**src/hw/rtl/fblp_pkg.sv**
```systemverilog
// ----------------------------------------------------------------------------
// fblp_pkg
// Shared constants and types for the framed bit list parser.
// ----------------------------------------------------------------------------
`default_nettype none

package fblp_pkg;

    // Character codes
    localparam logic [7:0] CH_OPEN  = 8'h3C;  // '<'
    localparam logic [7:0] CH_CLOSE = 8'h3E;  // '>'
    localparam logic [7:0] CH_COMMA = 8'h2C;  // ','
    localparam logic [7:0] CH_PLUS  = 8'h2B;
    localparam logic [7:0] CH_MINUS = 8'h2D;
    localparam logic [7:0] CH_SPACE = 8'h20;
    localparam logic [7:0] CH_TAB   = 8'h09;  // first of the control whitespace run
    localparam logic [7:0] CH_CR    = 8'h0D;  // last of the control whitespace run
    localparam logic [7:0] CH_NUL   = 8'h00;
    localparam logic [7:0] CH_ZERO  = 8'h30;
    localparam logic [7:0] CH_ONE   = 8'h31;
    localparam logic [7:0] CH_NINE  = 8'h39;

    localparam int MAP_BITS = 16;

    localparam int BUFFER_LEN_DEF  = 50;
    localparam int TOKEN_COUNT_DEF = 16;

    localparam int BYTE_W   = 8;
    localparam int STATUS_W = 2;

    typedef enum logic [STATUS_W-1:0] {
        ST_OK  = 2'd0,
        ST_FEW = 2'd1,
        ST_BAD = 2'd2
    } t_status;

    // Token scan phase, one-hot
    typedef enum logic [3:0] {
        PH_SPACE  = 4'b0001,
        PH_SIGN   = 4'b0010,
        PH_DIGITS = 4'b0100,
        PH_DONE   = 4'b1000
    } t_phase;

    // Magnitude seen so far
    typedef enum logic [1:0] {
        CLS_ZERO = 2'd0,
        CLS_ONE  = 2'd1,
        CLS_BIG  = 2'd2
    } t_class;

endpackage

`default_nettype wire

```
**src/hw/rtl/fblp_if.sv**
```systemverilog
// ----------------------------------------------------------------------------
// fblp_in_if / fblp_out_if
// Valid/ready channels of the framed bit list parser.
// ----------------------------------------------------------------------------
`default_nettype none

interface fblp_in_if;
    logic                         valid;
    logic                         ready;
    logic [fblp_pkg::BYTE_W-1:0]  rx_byte;

    modport source (output valid, output rx_byte, input ready);
    modport sink   (input valid, input rx_byte, output ready);
endinterface

interface fblp_out_if;
    logic                           valid;
    logic                           ready;
    logic [fblp_pkg::STATUS_W-1:0]  frame_status;
    logic [fblp_pkg::MAP_BITS-1:0]  control_word;
    logic [fblp_pkg::MAP_BITS-1:0]  status_bits;

    modport source (output valid, output frame_status, output control_word,
                    output status_bits, input ready);
    modport sink   (input valid, input frame_status, input control_word,
                    input status_bits, output ready);
endinterface

`default_nettype wire

```
**src/hw/rtl/framed_bit_list_parser.sv**
```systemverilog
// ----------------------------------------------------------------------------
// framed_bit_list_parser
// Parses '<' ... '>' framed lists of comma-separated decimal tokens into a
// 16-bit control map.
// ----------------------------------------------------------------------------
// Takes one received byte per transfer on i_rx and returns one result on
// o_res for every '>' byte; no other byte gives a result. Each byte goes
// through an input register and the parsing logic, so a byte is taken every
// cycle but in the stall below; the result of a '>' goes to a result register.
// The only stall is a '>' in the input register while the result register
// still holds a result that has not been taken; other bytes keep flowing
// while a result waits. Inside a frame, tokens follow atoi rules (leading
// whitespace, optional sign, digits; the scan ends at any other character);
// empty tokens are skipped, and token k worth 0 or 1 sets bit k of the map
// (k below 16, first TOKEN_COUNT tokens only). Bits are staged per frame and
// merged into status_bits at the '>'; control_word follows only when the
// frame reached TOKEN_COUNT tokens. A frame that did not open with '<' or that
// buffered a NUL byte reports a bad format and changes nothing. After
// BUFFER_LEN-1 buffered characters, bytes other than '<' and '>' are dropped.
// ----------------------------------------------------------------------------
`default_nettype none

module framed_bit_list_parser #(
    parameter int BUFFER_LEN  = fblp_pkg::BUFFER_LEN_DEF,   // 4..256
    parameter int TOKEN_COUNT = fblp_pkg::TOKEN_COUNT_DEF   // 1..64
) (
    input  wire         i_clk,
    input  wire         i_rst_n,
    fblp_in_if.sink     i_rx,
    fblp_out_if.source  o_res
);

    localparam int CW = $clog2(BUFFER_LEN);         // holds 0..BUFFER_LEN-1
    localparam int TW = $clog2(TOKEN_COUNT + 1);    // holds 0..TOKEN_COUNT
    localparam int MB = fblp_pkg::MAP_BITS;

    localparam logic [CW-1:0] CC_LAST = CW'(BUFFER_LEN - 1);
    localparam logic [TW-1:0] TC_FULL = TW'(TOKEN_COUNT);

    // ---------------- input register ----------------
    logic                         r_in_valid;
    logic [fblp_pkg::BYTE_W-1:0]  r_in_byte;

    // ---------------- parse state ----------------
    logic                  r_in_frame,   n_in_frame;
    logic [CW-1:0]         r_char_count, n_char_count;
    logic                  r_bad_format, n_bad_format;
    logic [TW-1:0]         r_tok_count,  n_tok_count;
    logic                  r_tok_nonempty, n_tok_nonempty;
    fblp_pkg::t_phase      r_tok_phase,  n_tok_phase;
    logic                  r_tok_neg,    n_tok_neg;
    fblp_pkg::t_class      r_tok_class,  n_tok_class;
    logic [MB-1:0]         r_bit_map,    n_bit_map;
    logic [MB-1:0]         r_ctrl_hold,  n_ctrl_hold;
    logic [MB-1:0]         r_pend_mask,  n_pend_mask;
    logic [MB-1:0]         r_pend_val,   n_pend_val;

    // ---------------- result register ----------------
    logic                  r_out_valid;
    fblp_pkg::t_status     r_status,     n_status;
    logic [MB-1:0]         r_out_ctrl;
    logic [MB-1:0]         r_out_bits;

    logic is_close;
    logic out_free;
    logic advance;

    assign is_close = (r_in_byte == fblp_pkg::CH_CLOSE);
    assign out_free = !r_out_valid || o_res.ready;
    // the byte in the input register moves on unless it is a '>' with no room
    assign advance  = r_in_valid && (!is_close || out_free);
    assign i_rx.ready = !r_in_valid || advance;

    always_ff @(posedge i_clk) begin
        if (!i_rst_n) begin
            r_in_valid <= 1'b0;
        end else if (i_rx.ready) begin
            r_in_valid <= i_rx.valid;
        end
    end

    always_ff @(posedge i_clk) begin
        if (i_rx.ready && i_rx.valid) begin
            r_in_byte <= i_rx.rx_byte;
        end
    end

    // ---------------- per-byte parse ----------------
    logic                         c_digit;
    logic                         c_space;
    logic [fblp_pkg::BYTE_W-1:0]  c;
    logic [MB-1:0]                tok_bit;
    logic                         tok_zero;
    logic                         tok_one;

    always_comb begin
        c       = r_in_byte;
        c_digit = (c >= fblp_pkg::CH_ZERO) && (c <= fblp_pkg::CH_NINE);
        c_space = (c == fblp_pkg::CH_SPACE) ||
                  ((c >= fblp_pkg::CH_TAB) && (c <= fblp_pkg::CH_CR));

        n_in_frame     = r_in_frame;
        n_char_count   = r_char_count;
        n_bad_format   = r_bad_format;
        n_tok_count    = r_tok_count;
        n_tok_nonempty = r_tok_nonempty;
        n_tok_phase    = r_tok_phase;
        n_tok_neg      = r_tok_neg;
        n_tok_class    = r_tok_class;
        n_bit_map      = r_bit_map;
        n_ctrl_hold    = r_ctrl_hold;
        n_pend_mask    = r_pend_mask;
        n_pend_val     = r_pend_val;
        n_status       = fblp_pkg::ST_BAD;
        tok_bit        = '0;
        tok_zero       = 1'b0;
        tok_one        = 1'b0;

        if (advance) begin
            if (c == fblp_pkg::CH_OPEN) begin
                // (re)open the frame, drop anything parsed so far
                n_in_frame     = 1'b1;
                n_char_count   = CW'(1);
                n_tok_nonempty = 1'b0;
                n_tok_phase    = fblp_pkg::PH_SPACE;
                n_tok_neg      = 1'b0;
                n_tok_class    = fblp_pkg::CLS_ZERO;
                n_tok_count    = '0;
                n_bad_format   = 1'b0;
                n_pend_mask    = '0;
                n_pend_val     = '0;
            end else if (!is_close) begin
                if (r_char_count < CC_LAST) begin
                    if (r_char_count == '0) begin
                        // first buffered character was not '<'
                        n_in_frame     = 1'b0;
                        n_tok_nonempty = 1'b0;
                        n_tok_phase    = fblp_pkg::PH_SPACE;
                        n_tok_neg      = 1'b0;
                        n_tok_class    = fblp_pkg::CLS_ZERO;
                        n_tok_count    = '0;
                        n_bad_format   = 1'b0;
                        n_pend_mask    = '0;
                        n_pend_val     = '0;
                    end
                    n_char_count = r_char_count + CW'(1);
                    if (c == fblp_pkg::CH_NUL) begin
                        n_bad_format = 1'b1;
                    end
                    if (n_in_frame) begin
                        if (c == fblp_pkg::CH_COMMA) begin
                            // close the current token
                            tok_zero = (n_tok_class == fblp_pkg::CLS_ZERO);
                            tok_one  = (n_tok_class == fblp_pkg::CLS_ONE) && !n_tok_neg;
                            if (n_tok_nonempty && (n_tok_count < TC_FULL)) begin
                                tok_bit = MB'(1) << n_tok_count;
                                if (tok_zero || tok_one) begin
                                    n_pend_mask = n_pend_mask | tok_bit;
                                    n_pend_val  = tok_one ? (n_pend_val | tok_bit)
                                                          : (n_pend_val & ~tok_bit);
                                end
                                n_tok_count = n_tok_count + TW'(1);
                            end
                            n_tok_nonempty = 1'b0;
                            n_tok_phase    = fblp_pkg::PH_SPACE;
                            n_tok_neg      = 1'b0;
                            n_tok_class    = fblp_pkg::CLS_ZERO;
                        end else begin
                            n_tok_nonempty = 1'b1;
                            if (n_tok_phase != fblp_pkg::PH_DONE) begin
                                priority if (c_digit) begin
                                    if (n_tok_class != fblp_pkg::CLS_ZERO) begin
                                        n_tok_class = fblp_pkg::CLS_BIG;
                                    end else if (c == fblp_pkg::CH_ZERO) begin
                                        n_tok_class = fblp_pkg::CLS_ZERO;
                                    end else if (c == fblp_pkg::CH_ONE) begin
                                        n_tok_class = fblp_pkg::CLS_ONE;
                                    end else begin
                                        n_tok_class = fblp_pkg::CLS_BIG;
                                    end
                                    n_tok_phase = fblp_pkg::PH_DIGITS;
                                end else if ((n_tok_phase == fblp_pkg::PH_SPACE)
                                             && c_space) begin
                                    n_tok_phase = fblp_pkg::PH_SPACE;
                                end else if ((n_tok_phase == fblp_pkg::PH_SPACE) &&
                                             ((c == fblp_pkg::CH_PLUS) ||
                                              (c == fblp_pkg::CH_MINUS))) begin
                                    n_tok_neg   = (c == fblp_pkg::CH_MINUS);
                                    n_tok_phase = fblp_pkg::PH_SIGN;
                                end else begin
                                    n_tok_phase = fblp_pkg::PH_DONE;
                                end
                            end
                        end
                    end
                end
            end else begin
                // '>': close the last token, commit, report
                if (r_in_frame && (r_char_count != '0) && !r_bad_format) begin
                    tok_zero = (r_tok_class == fblp_pkg::CLS_ZERO);
                    tok_one  = (r_tok_class == fblp_pkg::CLS_ONE) && !r_tok_neg;
                    if (r_tok_nonempty && (r_tok_count < TC_FULL)) begin
                        tok_bit = MB'(1) << r_tok_count;
                        if (tok_zero || tok_one) begin
                            n_pend_mask = r_pend_mask | tok_bit;
                            n_pend_val  = tok_one ? (r_pend_val | tok_bit)
                                                  : (r_pend_val & ~tok_bit);
                        end
                        n_tok_count = r_tok_count + TW'(1);
                    end
                    n_bit_map = (r_bit_map & ~n_pend_mask) | (n_pend_val & n_pend_mask);
                    if (n_tok_count == TC_FULL) begin
                        n_ctrl_hold = n_bit_map;
                        n_status    = fblp_pkg::ST_OK;
                    end else begin
                        n_status    = fblp_pkg::ST_FEW;
                    end
                end
                n_in_frame     = 1'b0;
                n_char_count   = '0;
                n_tok_nonempty = 1'b0;
                n_tok_phase    = fblp_pkg::PH_SPACE;
                n_tok_neg      = 1'b0;
                n_tok_class    = fblp_pkg::CLS_ZERO;
                n_tok_count    = '0;
                n_bad_format   = 1'b0;
                n_pend_mask    = '0;
                n_pend_val     = '0;
            end
        end
    end

    always_ff @(posedge i_clk) begin
        if (!i_rst_n) begin
            r_in_frame     <= 1'b0;
            r_char_count   <= '0;
            r_bad_format   <= 1'b0;
            r_tok_count    <= '0;
            r_tok_nonempty <= 1'b0;
            r_tok_phase    <= fblp_pkg::PH_SPACE;
            r_tok_neg      <= 1'b0;
            r_tok_class    <= fblp_pkg::CLS_ZERO;
            r_bit_map      <= '0;
            r_ctrl_hold    <= '0;
            r_pend_mask    <= '0;
            r_pend_val     <= '0;
        end else begin
            r_in_frame     <= n_in_frame;
            r_char_count   <= n_char_count;
            r_bad_format   <= n_bad_format;
            r_tok_count    <= n_tok_count;
            r_tok_nonempty <= n_tok_nonempty;
            r_tok_phase    <= n_tok_phase;
            r_tok_neg      <= n_tok_neg;
            r_tok_class    <= n_tok_class;
            r_bit_map      <= n_bit_map;
            r_ctrl_hold    <= n_ctrl_hold;
            r_pend_mask    <= n_pend_mask;
            r_pend_val     <= n_pend_val;
        end
    end

    // ---------------- result register ----------------
    always_ff @(posedge i_clk) begin
        if (!i_rst_n) begin
            r_out_valid <= 1'b0;
        end else if (advance && is_close) begin
            r_out_valid <= 1'b1;
        end else if (o_res.ready) begin
            r_out_valid <= 1'b0;
        end
    end

    always_ff @(posedge i_clk) begin
        if (advance && is_close) begin
            r_status   <= n_status;
            r_out_ctrl <= n_ctrl_hold;
            r_out_bits <= n_bit_map;
        end
    end

    assign o_res.valid        = r_out_valid;
    assign o_res.frame_status = r_status;
    assign o_res.control_word = r_out_ctrl;
    assign o_res.status_bits  = r_out_bits;

endmodule

`default_nettype wire

```
**src/flat_wrapper.sv**
```systemverilog
// flat-port wrapper written by rule: the top's interface ports become plain ports
module framed_bit_list_parser_flat 
#(
    parameter int BUFFER_LEN  = fblp_pkg::BUFFER_LEN_DEF,            
    parameter int TOKEN_COUNT = fblp_pkg::TOKEN_COUNT_DEF           
)
  (i_clk, i_rst_n, i_rx_valid, i_rx_rx_byte, i_rx_ready, o_res_valid, o_res_frame_status, o_res_control_word, o_res_status_bits, o_res_ready);
  fblp_in_if i_rx_i ();
  fblp_out_if o_res_i ();
  input  wire i_clk;
  input  wire i_rst_n;
  input wire logic [$bits(i_rx_i.valid)-1:0] i_rx_valid;
  input wire logic [$bits(i_rx_i.rx_byte)-1:0] i_rx_rx_byte;
  output wire logic [$bits(i_rx_i.ready)-1:0] i_rx_ready;
  output wire logic [$bits(o_res_i.valid)-1:0] o_res_valid;
  output wire logic [$bits(o_res_i.frame_status)-1:0] o_res_frame_status;
  output wire logic [$bits(o_res_i.control_word)-1:0] o_res_control_word;
  output wire logic [$bits(o_res_i.status_bits)-1:0] o_res_status_bits;
  input wire logic [$bits(o_res_i.ready)-1:0] o_res_ready;
  assign i_rx_i.valid = i_rx_valid;
  assign i_rx_i.rx_byte = i_rx_rx_byte;
  assign i_rx_ready = i_rx_i.ready;
  assign o_res_valid = o_res_i.valid;
  assign o_res_frame_status = o_res_i.frame_status;
  assign o_res_control_word = o_res_i.control_word;
  assign o_res_status_bits = o_res_i.status_bits;
  assign o_res_i.ready = o_res_ready;
  framed_bit_list_parser #(.BUFFER_LEN(BUFFER_LEN), .TOKEN_COUNT(TOKEN_COUNT)) u_core (.i_clk(i_clk), .i_rst_n(i_rst_n), .i_rx(i_rx_i), .o_res(o_res_i));
endmodule
```
**config.mk**
```make
export PLATFORM = sky130hd
export DESIGN_NAME = framed_bit_list_parser_flat
export DESIGN_NICKNAME = d
export VERILOG_FILES = /design/src/hw/rtl/fblp_pkg.sv /design/src/hw/rtl/fblp_if.sv /design/src/hw/rtl/framed_bit_list_parser.sv /design/src/flat_wrapper.sv
export SDC_FILE = /design/constraint.sdc
export NUM_CORES = 1
export LEC_CHECK = 0
export BUFFER_PORTS_ARGS = -buffer_cell sky130_fd_sc_hd__buf_2
export CELL_PAD_IN_SITES_DETAIL_PLACEMENT = 0
export CELL_PAD_IN_SITES_GLOBAL_PLACEMENT = 1
export CORE_ASPECT_RATIO = 0.6
export CORE_MARGIN = 2
export CORE_UTILIZATION = 49
export CTS_BUF_LIST = sky130_fd_sc_hd__clkbuf_8
export DETAILED_ROUTE_END_ITERATION = 16
export PLACE_DENSITY = 0.85
export SLEW_MARGIN = 20
export SYNTH_ARGS = -nofsm -noshare
export SYNTH_HDL_FRONTEND = slang
export SYNTH_SLANG_ARGS = --single-unit
```
**constraint.sdc**
```tcl
create_clock -name i_clk -period 3.4 [get_ports i_clk]
set_input_delay 0.34 -clock i_clk [delete_from_list [all_inputs] [get_ports i_clk]]
set_output_delay 0.34 -clock i_clk [all_outputs]
set_load 0.01 [all_outputs]
```
==> flow_summary.yaml, run 1 <==
setup_path:
  path_buf_inv: 1
  crit_required_ns: 3.71
  crit_cells: 8
  critPathLaunch: "u_core.r_char_count[0]$_SDFFE_PN0P_"
  critPathArrivalTime_ns: 3.16
  timing.rr.end: "u_core.r_tok_phase[0]$_SDFFE_PN1P_"
  cp_slowest_stage_delay_ns: 0.47
  cp-endpoint: "u_core.r_tok_phase[0]$_SDFFE_PN1P_"
  reg2reg_depth: 8
  r2r_slack_ns: 0.54
  start_kind: "flip-flop"
  critPathMaxFanout: 7
  critPathKind: "flip-flop to flip-flop"
  crit_chain: "inv_1 -> ha_1 -> or3b_1 -> o31ai_2 -> nor2_1 -> or3_1 -> o21ai_1 -> o311ai_0"
  worst_setup_path_end_kind: "flip-flop"
  r2r-start: "u_core.r_char_count[0]$_SDFFE_PN0P_"
  slowest_stage: "or3_1"
  crit_family: "simple AND/OR/NAND/NOR gates"
min_path:
  hp-class: "primary input to flip-flop"
  holdPathStages: 1
die:
  core_area_um2: 11990
  die_height_um: 89.56
  start_util_pct: 49.88
  die_w_um: 146.6
  dieArea_um2: 13130
  ios: 48
  placementRows: 31
routing:
  first_pass_iters: 6
  vias_per_cell: 5.926
  drt-total-wl_um: 15450
  drt_iter0_markers: 579
  num_vias: 4907
  wl_per_cell_um: 18.66
  drc: 0
  ant_nets: 0
timing:
  fin_crit_sh_pct: 84.01
  final_hold_viol_count: 0
  rsz0062_at_grt: "false"
  maxSlewViolCount: 0
  finalSetupTns_ns: 0
  setup_viol: 0
  fmax_ghz: 0.3501
  fin_worst_skew_ns: 0.01272
  period_needed_ns: 2.856
  tightest_slew_ns: 0.9761
  slew_headroom_pct: 34.43
finish:
  fin_nets: 672
  multiInputGateArea_um2: 2784
  register_area_um2: 3003
  drive_above_1_share_pct: 20.81
  num-fill-cells: 1066
  area_growth_pct: 14.82
  final_core_util_pct: 57.27
  final_cells: 828
  n_antenna_cell: 0
global_routing:
  grt_busiest_layer: "met1"
  grt_use_total_pct: 24.42
  grt_pass1_wl_um: 24320
  grt_util_met1_pct: 35.12
  grt_pass1_vias: 4553
  grt_max_degree: 50
  gr-total-overflow: 0
  met2_usage_pct: 35.00
  antenna_found_initial: 0
  met3_usage_pct: 7.653
yosys:
  synth_nets: 621
  ys_types: 67
  ys.warnings.count: 0
  ys_ff_latch: 129
  synth_flop_cell: "dfxtp_1"
  netlist_instances: 599
  synth_edf_count: 42
  netlist_area_um2: 5978
  async_flop_share_pct: 0
  syn_avg_cell_area_um2: 9.980
  yosysSeqAreaShare_pct: 50.23
power_and_ir_drop:
  powerDensity_nw_per_um2: 465.6
  p_leak_nw: 2.573
  irDropWorstVdd_mv: 0.2745
  finalPower_mw: 3.196
clock_network:
  root_buffer: "clkbuf_8"
  clock_sinks: 129
  clock_latency_ns: 0.44
  cts-buffers-inserted: 17
  clockBufferDepth: 2
  postCtsHoldBufs: 0
  cts_setup_buffers: 0
  cts_resized: 0
  cts-htree-levels: 4
  cts_tree: "built"
  clk_pin_slew_ns: 0.08
placement:
  gp_congestion: 0.9544
  dp.cells: 796
  io_buffers: 47
  dp_hpwl_um: 10790
run_status:
  status: "finished, final reports clean"
flow_run:
  maxCapViolCount: 0
synthesized netlist by cell type (all sizes together), types with 5 or more instances:
library cell  number  area, um2
a221oi             6      52.55
edfxtp            42       1261
or2                5      31.28
o21ai             32      160.2
nand2             46      175.2
a22oi              7      52.55
a31oi             19      118.9
and2              33      206.5
inv               14      52.55
nand3             22      110.1
nor2              44      165.2
nor2b              8      50.05
mux2i             16      160.2
buf                6      41.28
dfxtp             87       1742
ha                10      125.1
clkbuf            28      105.1
nand4             18      112.6
a21oi             25      125.1
nor3              17      90.09
a22o               6      52.55
nor4               8      50.05
nand3b             7      52.55
mux2              27      349.1
o22ai              5      31.28
layout make-up:
cell class	count	area share, %
sequential	129	43.75
multi-input combinational	422	40.56
timing repair buffer	66	5.505
clock buffer	17	3.409
clock inverter	15	3.008
tap	165	3.008
inverter	14	0.7656
flip-flops by register name (all words and copies together) (netlist names), 2 cells and up:
signal / flops
u_core.r_pend_mask: 16
u_core.o_res.frame_status: 2
u_core.r_ctrl_hold: 16
u_core.r_tok_class: 2
u_core.o_res.control_word: 16
u_core.o_res.status_bits: 16
u_core.r_pend_val: 16
u_core.r_char_count: 6
u_core.r_tok_phase: 4
u_core.c: 8
u_core.r_tok_count: 5
u_core.r_bit_map: 16
report_power, final:
part	switching [mW]	total [mW]	leakage [nW]	internal, mW
Sequential	0.0175	1.61	1.05	1.59
Clock	0.651	1.46	0.222	0.809
Combinational	0.0863	0.124	1.30	0.0379
Total	0.755	3.20	2.57	2.44
per-layer routing:
metal  part of all wire [%]  wire length (um)  vias up
li1                       -                 -     2318
met1                     48              7465     2355
met2                     41              6317      214
met3                    9.6              1484       20
met4                    1.2               180        0
met5                      0                 0        -
kinds of logic (layout without fill, tap and decap cells):
| logic type | after synthesis | after routing | share of synthesized area (%) |
|---|---|---|---|
| AND/OR/NAND/NOR | 232 | 232 | 20.62 |
| AO/OA/AOI/OAI | 134 | 134 | 14.78 |
| flip-flops | 129 | 129 | 50.23 |
| buffers and inverters | 48 | 112 | 3.328 |
| multiplexers | 43 | 43 | 8.518 |
| adder cells (fa/ha/maj) | 10 | 10 | 2.093 |
| XOR/XNOR | 3 | 3 | 0.4396 |
through the flow:
stage | hold WS (ns) | instance area [um2] | setup slack [ns]
2_1_floorplan | 0.4285 | 5978 | 0.6559
3_3_place_gp | 0.4377 | 6424 | 0.6708
3_5_place_dp | 0.4474 | 6424 | 0.6149
4_1_cts | 0.05221 | 6864 | 0.5945
5_1_grt | 0.04660 | 6864 | 0.3436
6_report | 0.07299 | 6864 | 0.5436
placed cells by master, fill, tap and decap left out, types with 4 or more instances in the layout:
master / instances
o22ai_1: 5
bufinv_16: 4
or3_1: 4
nor4_1: 8
and2_1: 32
nor2b_1: 8
nor3_1: 16
inv_1: 16
nand2_1: 45
buf_4: 19
nand3b_1: 7
a22o_1: 6
a221oi_1: 6
mux2i_1: 16
a22oi_1: 7
dfxtp_1: 87
ha_1: 10
clkbuf_8: 17
mux2_2: 15
o21ai_0: 31
inv_6: 4
nand3_1: 22
nor2_1: 43
nand4_1: 18
buf_2: 47
edfxtp_1: 42
mux2_4: 12
a31oi_1: 19
a211oi_1: 4
a21oi_1: 25
worst min-delay path by stage:
stage                                       from                                 to
2_1_floorplan  u_core.r_pend_val[5]$_SDFFE_PN0P_  u_core.r_pend_val[5]$_SDFFE_PN0P_
4_1_cts                          i_rx_rx_byte[3]              u_core.c[3]$_DFFE_PP_
5_1_grt                          i_rx_rx_byte[0]              u_core.c[0]$_DFFE_PP_
6_report                         i_rx_rx_byte[3]              u_core.c[3]$_DFFE_PP_
3_5_place_dp   u_core.r_pend_val[5]$_SDFFE_PN0P_  u_core.r_pend_val[5]$_SDFFE_PN0P_
3_3_place_gp   u_core.r_pend_val[3]$_SDFFE_PN0P_  u_core.r_pend_val[3]$_SDFFE_PN0P_
(Power assumes the default switching activity.)
==> run 2: changes to the inputs <==
Clock period 3.4 ns to 2.7 ns, I/O delays scaled along.
==> run 2 against run 1 <==
Compared with the run above:
- sequential cell count unchanged
- sequential power is 25% higher
- total power rose by 23%
- final area up 3.8%
- critical path type unchanged
- largest power group unchanged
==> flow_summary.yaml, run 2 (synthesis gave the netlist of run 1 again) <==
finish:
  n_antenna_cell: 0
  area_growth_pct: 19.13
  final_core_util_pct: 59.42
  design_area_um2: 7122
  final_common_cell: "dfxtp_1"
  fin_nets: 703
  num-fill-cells: 1036
  final_cell_mix: "87 x dfxtp_1, 47 x buf_2, 45 x nand2_1"
  drive_above_1_share_pct: 23.78
setup_path:
  timing.rr.end: "u_core.o_res.control_word[11]$_DFFE_PP_"
  slowest_stage: "dfxtp_1"
  reg2reg_depth: 8
  cp_slowest_stage_delay_ns: 0.54
  worst_setup_path_end_kind: "flip-flop"
  critPathArrivalTime_ns: 2.79
  critPathKind: "flip-flop to flip-flop"
  path_buf_inv: 2
  crit_chain: "inv_1 -> ha_1 -> nand4b_1 -> a32oi_1 -> nand2b_1 -> buf_12 -> and2_1 -> or2_1"
  start_kind: "flip-flop"
  r2r-start: "u_core.r_tok_count[1]$_SDFFE_PN0P_"
  critPathMaxFanout: 20
  crit_required_ns: 2.89
  r2r_slack_ns: 0.1
  crit_family: "simple AND/OR/NAND/NOR gates"
die:
  core_area_um2: 11990
  start_util_pct: 49.88
  die_w_um: 146.6
  placementRows: 31
  die_height_um: 89.56
  dieArea_um2: 13130
  ios: 48
routing:
  first_pass_iters: 5
  wl_per_cell_um: 18.48
  num_vias: 5030
  drt-total-wl_um: 15880
  drc: 0
  ant_nets: 0
  drt_iter0_markers: 545
  vias_per_cell: 5.856
global_routing:
  grt_use_total_pct: 25.54
  grt_max_degree: 50
  gr-total-overflow: 0
  antenna_found_initial: 0
  grt_pass1_wl_um: 25540
  grt_pass1_vias: 4721
timing:
  rsz0062_at_grt: "false"
  final_hold_viol_count: 0
  slew_headroom_pct: 42.44
  fmax_ghz: 0.3845
  tightest_slew_ns: 0.8568
  finalSetupTns_ns: 0
  fin_crit_sh_pct: 96.33
  setup_viol: 0
  whs_ns: 0.1031
  maxSlewViolCount: 0
  fin_worst_skew_ns: 0.01210
  period_needed_ns: 2.601
clock_network:
  clockBufferDepth: 2
  cts_setup_buffers: 0
  clock_latency_ns: 0.44
  clock_sinks: 129
  cts_tree: "built"
  cts-buffers-inserted: 17
  cts-htree-levels: 4
  root_buffer: "clkbuf_8"
  clk_pin_slew_ns: 0.07
placement:
  dpl_cell_area_um2: 6609
  gp_congestion: 0.9698
  io_buffers: 47
  dp_hpwl_um: 11180
power_and_ir_drop:
  p_leak_nw: 2.709
  powerDensity_nw_per_um2: 553.9
  irDropWorstVdd_mv: 0.3900
flow_run:
  maxCapViolCount: 0
min_path:
  holdPathStages: 3
  hp-class: "primary input to flip-flop"
  worstHoldStart: "i_rx_valid"
  hold-path-endpoint: "u_core.r_in_valid$_SDFFE_PN0N_"
run_status:
  status: "finished, final reports clean"
-- run 2: worst max-delay path by stage --
stage	from	to	slack, ns	cells past startpoint
floorplan	u_core.r_char_count[0]$_SDFFE_PN0P_	u_core.r_pend_val[11]$_SDFFE_PN0P_	0.05	11
global placement	u_core.r_char_count[0]$_SDFFE_PN0P_	u_core.r_pend_val[4]$_SDFFE_PN0P_	0.22	9
detailed placement	u_core.r_char_count[0]$_SDFFE_PN0P_	u_core.r_pend_val[4]$_SDFFE_PN0P_	0.13	9
CTS	u_core.r_char_count[0]$_SDFFE_PN0P_	u_core.r_pend_val[11]$_SDFFE_PN0P_	0.07	10
global route	u_core.r_char_count[1]$_SDFFE_PN0P_	u_core.r_pend_mask[0]$_SDFFE_PN0P_	0.009	9
finish	u_core.r_tok_count[1]$_SDFFE_PN0P_	u_core.o_res.control_word[11]$_DFFE_PP_	0.1	8
-- run 2: worst register-to-register path: stages, from the launching register on --
cell	delay, ns
dfxtp_1	0.54
inv_1	0.23
ha_1	0.32
nand4b_1	0.17
a32oi_1	0.34
nand2b_1	0.16
buf_12	0.20
and2_1	0.19
or2_1	0.22
-- run 2: stage by stage --
step                      std cells  worst slack [ns]  total power [mW]
after global routing            859          0.009500             4.083
final                           859           0.09902             3.945
after detailed placement        819            0.1272             2.239
after global placement          819            0.2154             2.234
after floorplan                 599           0.05057             2.168
after CTS                       859           0.06666             3.976
-- run 2: timing repair --
action	4_1_cts	5_1_grt
gates resized for setup	0	3
hold buffers	8	0
hold endpoints to repair	8	0
endpoints found under the setup margin	0	2
-- run 2: final cells by class --
type | instances | area (um2) | area share, %
Clock buffer | 17 | 234.0 | 3.285
Clock inverter | 15 | 181.4 | 2.547
Inverter | 14 | 52.55 | 0.7379
Multi-Input combinational cell | 422 | 2801 | 39.34
Sequential cell | 129 | 3003 | 42.16
Tap cell | 165 | 206.4 | 2.899
Timing Repair Buffer | 97 | 643.1 | 9.030
-- run 2: metal layers --
| metal | track usage, % | vias up | wire (um) |
|---|---|---|---|
| li1 | - | 2389 | - |
| met1 | 37.20 | 2376 | 7684 |
| met2 | 36.83 | 246 | 6475 |
| met3 | 7.806 | 19 | 1537 |
| met4 | 6.973 | 0 | 182 |
| met5 | 0 | - | 0 |
-- run 2: power breakdown --
| group | total, mW | internal (mW) | switching (mW) |
|---|---|---|---|
| sequential | 2.02 | 2.01 | 0.0185 |
| combinational | 0.185 | 0.0674 | 0.118 |
| clock | 1.73 | 0.923 | 0.812 |
| total | 3.95 | 3.00 | 0.949 |
